[config.mk]
export PLATFORM = sky130hd
export DESIGN_NAME = awlm_front
export DESIGN_NICKNAME = d
export VERILOG_FILES = /design/src/rtl/core/awlm_pkg.sv /design/src/rtl/core/awlm_front.sv
export SDC_FILE = /design/constraint.sdc
export NUM_CORES = 1
export LEC_CHECK = 0
export BUFFER_PORTS_ARGS = -buffer_cell sky130_fd_sc_hd__buf_2
export CAP_MARGIN = 30
export CORE_UTILIZATION = 50
export CTS_CLUSTER_DIAMETER = 80
export DETAILED_ROUTE_END_ITERATION = 10
export HOLD_SLACK_MARGIN = 0.15
export MAX_ROUTING_LAYER = met4
export PLACE_DENSITY_LB_ADDON = 0.1
export SYNTH_ARGS = -nofsm -noshare
export SYNTH_HDL_FRONTEND = slang
export SYNTH_SLANG_ARGS = --single-unit
[constraint.sdc]
create_clock -name clk -period 2.7 [get_ports clk]
set_input_delay 0.135 -clock clk [delete_from_list [all_inputs] [get_ports clk]]
set_output_delay 0.135 -clock clk [all_outputs]
set_load 0.05 [all_outputs]
[src/rtl/core/awlm_pkg.sv]
// shared types and constants of the a-weighted sound level meter
// no dependencies
package awlm_pkg;

  localparam int NUM_B = 7;
  localparam int NUM_A = 6;

  typedef logic signed [23:0] sample_t;
  typedef logic signed [47:0] yval_t;
  typedef logic [NUM_B-1:0][31:0] ff_coef_t;
  typedef logic [NUM_A-1:0][31:0] fb_coef_t;

  localparam logic [2:0] REG_MODE   = 3'd0;
  localparam logic [2:0] REG_B0B1   = 3'd1;
  localparam logic [2:0] REG_B2B3   = 3'd2;
  localparam logic [2:0] REG_B4B5   = 3'd3;
  localparam logic [2:0] REG_B6A1   = 3'd4;
  localparam logic [2:0] REG_A2A3   = 3'd5;
  localparam logic [2:0] REG_A4A5   = 3'd6;
  localparam logic [2:0] REG_A6PER  = 3'd7;

  localparam logic [31:0] PERIOD_RESET = 32'd10000;

  localparam logic signed [56:0] Y_MAX = 57'sh0_7FFF_FFFF_FFFF;
  localparam logic signed [56:0] Y_MIN = -57'sh0_8000_0000_0000;

  localparam logic signed [18:0] DB_PER_OCTAVE_Q16 = 19'sd197283;
  localparam logic signed [15:0] OFS_MODE16 = 16'sd2207;
  localparam logic signed [15:0] OFS_MODE24 = -16'sd3959;
  localparam logic signed [15:0] LEVEL_MIN  = -16'sd32768;
  localparam logic signed [15:0] LEVEL_MAX  = 16'sd32767;

endpackage

[src/rtl/core/awlm_front.sv]
// input side: sample decode by width mode and a two-entry queue to the back end
// depends on awlm_pkg
module awlm_front (
  input  logic                clk,
  input  logic                rst_n,
  input  logic                in_valid,
  output logic                in_ready,
  input  logic [31:0]         in_sample_word,
  input  logic                mode,
  output logic                q_valid,
  input  logic                q_pop,
  output awlm_pkg::sample_t   q_x
);
  import awlm_pkg::*;

  sample_t     ent_r [2];
  logic        wr_ptr_r;
  logic        rd_ptr_r;
  logic [1:0]  cnt_r;
  logic        push;
  sample_t     x_dec;

  assign in_ready = (cnt_r != 2'd2);
  assign push     = in_valid && in_ready;
  assign q_valid  = (cnt_r != 2'd0);
  assign q_x      = ent_r[rd_ptr_r];

  // 24-bit mode takes the word shifted right by 8, 16-bit mode the low half
  assign x_dec = mode ? sample_t'($signed(in_sample_word[31:8]))
                      : sample_t'($signed(in_sample_word[15:0]));

  always_ff @(posedge clk) begin
    if (push) begin
      ent_r[wr_ptr_r] <= x_dec;
    end
  end

  always_ff @(posedge clk) begin
    if (!rst_n) begin
      wr_ptr_r <= 1'b0;
      rd_ptr_r <= 1'b0;
      cnt_r    <= 2'd0;
    end else begin
      if (push) begin
        wr_ptr_r <= ~wr_ptr_r;
      end
      if (q_pop) begin
        rd_ptr_r <= ~rd_ptr_r;
      end
      if (push && !q_pop) begin
        cnt_r <= cnt_r + 2'd1;
      end else if (!push && q_pop) begin
        cnt_r <= cnt_r - 2'd1;
      end
    end
  end

endmodule

# Word-level counts from Yosys, hierarchy flattened
# Memories as Yosys holds them, arrays and structs flattened. A register that Yosys moved wholly into a read port is not among the register bits.
# Index checks and enable logic that the tools add are counted.
# totals
ff_bits,4
memories,1
wordCells,23
mem_bits_ro,0
latchBits,0
in_bits,37
output_inout_bits,26
ramBits,48
# memory_table
memory,depth,width,rd,rd_clocked_by_memory_dff,wr,line_no,source
ent_r,2,24,1,1,1,awlm_front.sv:16,sample_t ent_r [2];
# op_classes
reduce_logical,7
div_mod_pow,0
addsub,2
n_eq_ne,1
n_lt_le_gt_ge,0
n_mux,7
n_bitwise,2
n_shift,0
multipliers,0
# ops
cell,count
two-way mux 24 bit,1
two-way mux 1 bit,4
two-way mux 2 bit,2
nonzero test 2 bit,2
logical AND 1 bit,3
"adder 2 x 1 -> 2 bit, second input constant",1
logical NOT 1 bit,2
"inequality test 2 bit, second input constant",1
NOT 1 bit,2
"subtractor 2 x 1 -> 2 bit, second input constant",1

# Depth between registers and ports, before layout
# logic_depth
word_depth,6
mapped_depth,6
mapped_depth_nobuf,6

# Worst setup path after synthesis
# Ideal clock, no wire load.
# synth_timing
path_kind,reg2reg
startpoint,reg cnt_r[0]
endpoint,mem ent_r[1][0] (netlist bit) (enable)
path_stages_with_launch,3
slack_ns,1.008
arrival_ns,1.309
path_buffers,0
period_less_slack_ns,1.692
setup_ns,0.383
t_required_ns,2.317
cell_sequence,dfxtp_1 -> nand2b_4 -> and3_1
# synth_between
elab_chain_len,4
# synth_rtl
item,line_no,source
start: declaration,awlm_front.sv:19,logic [1:0] cnt_r;
start signal: assignment,awlm_front.sv:51,cnt_r <= cnt_r + 2'd1;
start signal: assignment,awlm_front.sv:53,cnt_r <= cnt_r - 2'd1;
inequality test 2 bit,awlm_front.sv:23,assign in_ready = (cnt_r != 2'd2);
net in_ready,awlm_front.sv:7,"output logic in_ready,"
logical AND 1 bit,awlm_front.sv:24,assign push = in_valid && in_ready;
two-way mux 1 bit,awlm_front.sv:33,if (push) begin
two-way mux 1 bit (implied by the code),awlm_front.sv:34,ent_r[wr_ptr_r] <= x_dec;
end: declaration,awlm_front.sv:16,
# The timed path passes the listed nets, and every way through them passes these cells.

# Final worst setup path
# layout_timing
startpoint,reg cnt_r[0]
endpoint,mem ent_r[1][9] (netlist bit) (enable)
# layout_between
elab_chain_len,4
# layout_rtl
item,line_no
inequality test 2 bit,awlm_front.sv:23
logical AND 1 bit,awlm_front.sv:24
two-way mux 1 bit,awlm_front.sv:33
two-way mux 1 bit (implied by the code),awlm_front.sv:34
# No other way between the ends.

==> PnR_summary.wiki <==
{| class="wikitable"
! Metric !! Value
|-
| Run status || complete, no violations
|-
| Cell area after synthesis || 0.00224 mm²
|-
| Clock slew at reported path FFs || 0.09 ns
|-
| Cell chosen for the clock root || sky130_fd_sc_hd__clkbuf_8
|-
| Count of max-cap constraint violations || 0
|-
| Setup repair after global routing missed its margin || false
|-
| DPL Wire Length || 2630 µm
|-
| Routed wire length || 3950 µm
|-
| Critical Path Source Type || flop
|-
| DRT antenna net count || 0
|-
| Post-synthesis instance total || 137
|-
| Via count of the first global-routing pass || 1375
|-
| Chip width || 68.9 µm
|-
| Number of cells on the worst reg-to-reg path || 3
|-
| Total of warnings raised by yosys || 0
|-
| Final RePlAce weighted congestion || 0.702
|-
| Crit path setup slack, layout || 0.969 ns
|-
| DR vias || 1363
|-
| Antenna Diode Count || 0
|-
| Peak supply drop || 0.539 mV
|-
| Count of distinct cell types in the synthesized netlist || 21
|-
| Number of detailed-routing iterations run before antenna repair || 4
|-
| Top-Level Pins || 63
|-
| Post-CTS setup-driven buffer insertion count || 0
|-
| Hold Crit Depth || 2
|-
| Clock Sink Count || 53
|-
| Post-synthesis sequential element count || 53
|-
| Number of fill cells in the layout || 308
|-
| Sum Neg Setup Slack || 0 ns
|-
| Max-Slew Margin vs Limit || 63.7%
|-
| Time the final worst path needs with I/O delays and setup || 1.73 ns
|-
| Starting density of the core || 54.0%
|-
| Share of Yosys cell area claimed by the top area cell type || 64.4%
|-
| Total power draw || 2.11 mW
|-
| Leading cell type by number of instances after synthesis || sky130_fd_sc_hd__edfxtp_1
|-
| Largest fanout of any net on the critical path || 13
|-
| Worst slew pin tran || 0.544 ns
|-
| Deepest level of the CTS H-tree || 2
|-
| Buffers on Ports || 62
|-
| Pwr/cell area || 746 mW/mm²
|-
| Total global routing overflow || 0
|-
| Required time at the endpoint of the critical path || 2.70 ns
|-
| Classification of the worst-slack hold path || in -> reg
|-
| Flip-flop cell with the highest count after synthesis || sky130_fd_sc_hd__edfxtp_1
|-
| Leakage Power || 1.14 nW
|-
| Post-layout nets || 253
|-
| Flop-to-flop setup slack || 0.97 ns
|-
| Period utilization || 64.1%
|-
| Maximum number of pins on one net before global-route repair || 26
|-
| Core box area || 0.00414 mm²
|-
| Per-cell routed wire length || 14.8 µm
|-
| First-pass GRT wire length || 6200 µm
|-
| TritonCTS Buffers || 5
|-
| GRT Resource Usage Total || 19.6%
|-
| Cts hold-fix bufs || 13
|-
| Die area || 0.00475 mm²
|-
| Clock tree from TritonCTS || done
|-
| Top cell types by occurrence after synthesis || sky130_fd_sc_hd__edfxtp_1 (48), sky130_fd_sc_hd__mux2_2 (39), sky130_fd_sc_hd__nand2_1 (18)
|-
| Upper clock frequency limit || 0.578 GHz
|-
| Count of flip-flops with a built-in enable after synthesis || 48
|-
| Count of routing violations after the opening detailed-route iteration || 96
|-
| Bufs on Longest Clock Path || 2
|-
| Hold violation count in the final report || 0
|-
| Dpl ws || 0.955 ns
|-
| Via density per instance || 5.12
|-
| Type of the worst setup path || reg -> reg
|-
| Synthesized area divided by synthesized cell count || 16.3 µm²
|-
| Arrival time reported for the critical path endpoint || 1.73 ns
|-
| Cell accounting for the most synthesized area || sky130_fd_sc_hd__edfxtp_1
|-
| Height of the chip || 68.9 µm
|-
| Part of the Yosys area used for sequential elements || 68.9%
|-
| Top cells by area, synth || sky130_fd_sc_hd__edfxtp_1 (64%), sky130_fd_sc_hd__mux2_2 (20%), sky130_fd_sc_hd__dfxtp_1 (4.5%), sky130_fd_sc_hd__nand2_1 (3.0%), sky130_fd_sc_hd__and2_1 (1.1%)
|-
| Number of antenna violations at the first check in global routing || 0
|-
| Number of slew-limit violations in the final report || 0
|-
| Async set-or-reset flop fraction in the synthesized netlist || 0%
|-
| Number of standard-cell rows in the floorplan || 23
|-
| Layout area overhead || 26.5%
|-
| Setup clock skew after layout || 0.00558 ns
|-
| Post-Syn Nets || 175
|-
| Category of the worst setup path capture point || flop
|-
| Later-pin clock latency in the skew report || 0.30 ns
|-
| Ratio of cells with drive above 1 in the final layout || 52.8%
|-
| Final setup violation count || 0
|-
| DRC errors left || 0
|-
| CTS resizes || 0
|}
worst paths after layout:
kind | to | from
hold reg to reg | cnt_r[1] | cnt_r[1]
setup / recovery | ent_r[1][9] | cnt_r[0]
hold / removal | ent_r[1][13] | in_sample_word[21]
setup reg to reg | ent_r[1][9] | cnt_r[0]
worst max-delay path: stages (launching register included):
cell                       delay [ns]
sky130_fd_sc_hd__dfxtp_1         0.41
sky130_fd_sc_hd__nand2b_4        0.18
sky130_fd_sc_hd__and3_1          0.51
sky130_fd_sc_hd__buf_4           0.33
final cells by class:
| class | count | area (µm²) | share of cell area, % |
|---|---|---|---|
| Sequential cell | 53 | 1540 | 54.4 |
| Multi-Input combinational cell | 75 | 647 | 22.8 |
| Timing Repair Buffer | 78 | 463 | 16.3 |
| Clock buffer | 5 | 68.8 | 2.43 |
| Tap cell | 50 | 62.6 | 2.21 |
| Clock inverter | 3 | 41.3 | 1.46 |
| Inverter | 2 | 7.51 | 0.265 |
flip-flops by register name, indices dropped and copies added, names as in the netlist, named ones only:
| signal | count |
|---|---|
| ent_r | 48 |
| cnt_r | 2 |
| rd_ptr_r | 1 |
| wr_ptr_r | 1 |
power breakdown:
| group | total, mW | switching [mW] | internal [mW] |
|---|---|---|---|
| sequential | 1.03 | 0.0270 | 1.00 |
| combinational | 0.567 | 0.383 | 0.184 |
| clock | 0.517 | 0.244 | 0.273 |
| total | 2.11 | 0.654 | 1.46 |
through the flow:
step | hold WS, ns | std cells | instance area (µm²) | utilization [%]
after global routing | 0.156 | 266 | 2830 | 68.3
after global placement | 0.398 | 245 | 2590 | 62.5
after detailed placement | 0.413 | 245 | 2590 | 62.5
after floorplan | 0.257 | 137 | 2240 | -
after CTS | 0.151 | 266 | 2830 | 68.3
final | 0.158 | 266 | 2830 | 68.3
metal layers:
layer / vias to the layer above / share of wire [%] / global-route usage (%)
li1: 656 / - / -
met1: 654 / 44 / 22.7
met2: 46 / 50 / 32.5
met3: 7 / 4.3 / 4.61
met4: 0 / 1.7 / 8.42
met5: - / 0 / -
cells by family (layout without fill, tap and decap cells):
group | count (synthesis) | after routing | synth area share [%]
buf+inv | 9 | 88 | 2.24
compound gates | 4 | 4 | 1.34
xor+xnor | 3 | 3 | 1.17
mux | 39 | 39 | 19.6
fa+ha+maj | 1 | 1 | 0.559
simple gates | 28 | 28 | 6.20
flops | 53 | 53 | 68.9
cells in the final DEF (no fill, tap or decap):
cell and instances:
sky130_fd_sc_hd__clkinvlp_4 1, sky130_fd_sc_hd__bufinv_16 1, sky130_fd_sc_hd__buf_2 62, sky130_fd_sc_hd__edfxtp_1 48, sky130_fd_sc_hd__or3_1 1, sky130_fd_sc_hd__dfxtp_1 5, sky130_fd_sc_hd__nand2b_1 1, sky130_fd_sc_hd__xor2_1 2
sky130_fd_sc_hd__mux2_2 39, sky130_fd_sc_hd__dlygate4sd3_1 13, sky130_fd_sc_hd__or2_2 1, sky130_fd_sc_hd__nand2b_4 1, sky130_fd_sc_hd__xnor2_1 1, sky130_fd_sc_hd__a21boi_1 1, sky130_fd_sc_hd__buf_4 3, sky130_fd_sc_hd__clkinv_1 1
sky130_fd_sc_hd__a21boi_0 1, sky130_fd_sc_hd__and2_1 4, sky130_fd_sc_hd__clkbuf_8 5, sky130_fd_sc_hd__ha_1 1, sky130_fd_sc_hd__nand2_1 18, sky130_fd_sc_hd__a21bo_2 1, sky130_fd_sc_hd__inv_1 2, sky130_fd_sc_hd__nand3b_1 1
sky130_fd_sc_hd__and3_1 1, sky130_fd_sc_hd__o21ai_0 1
Note: power is estimated with default switching activity, not from simulation.
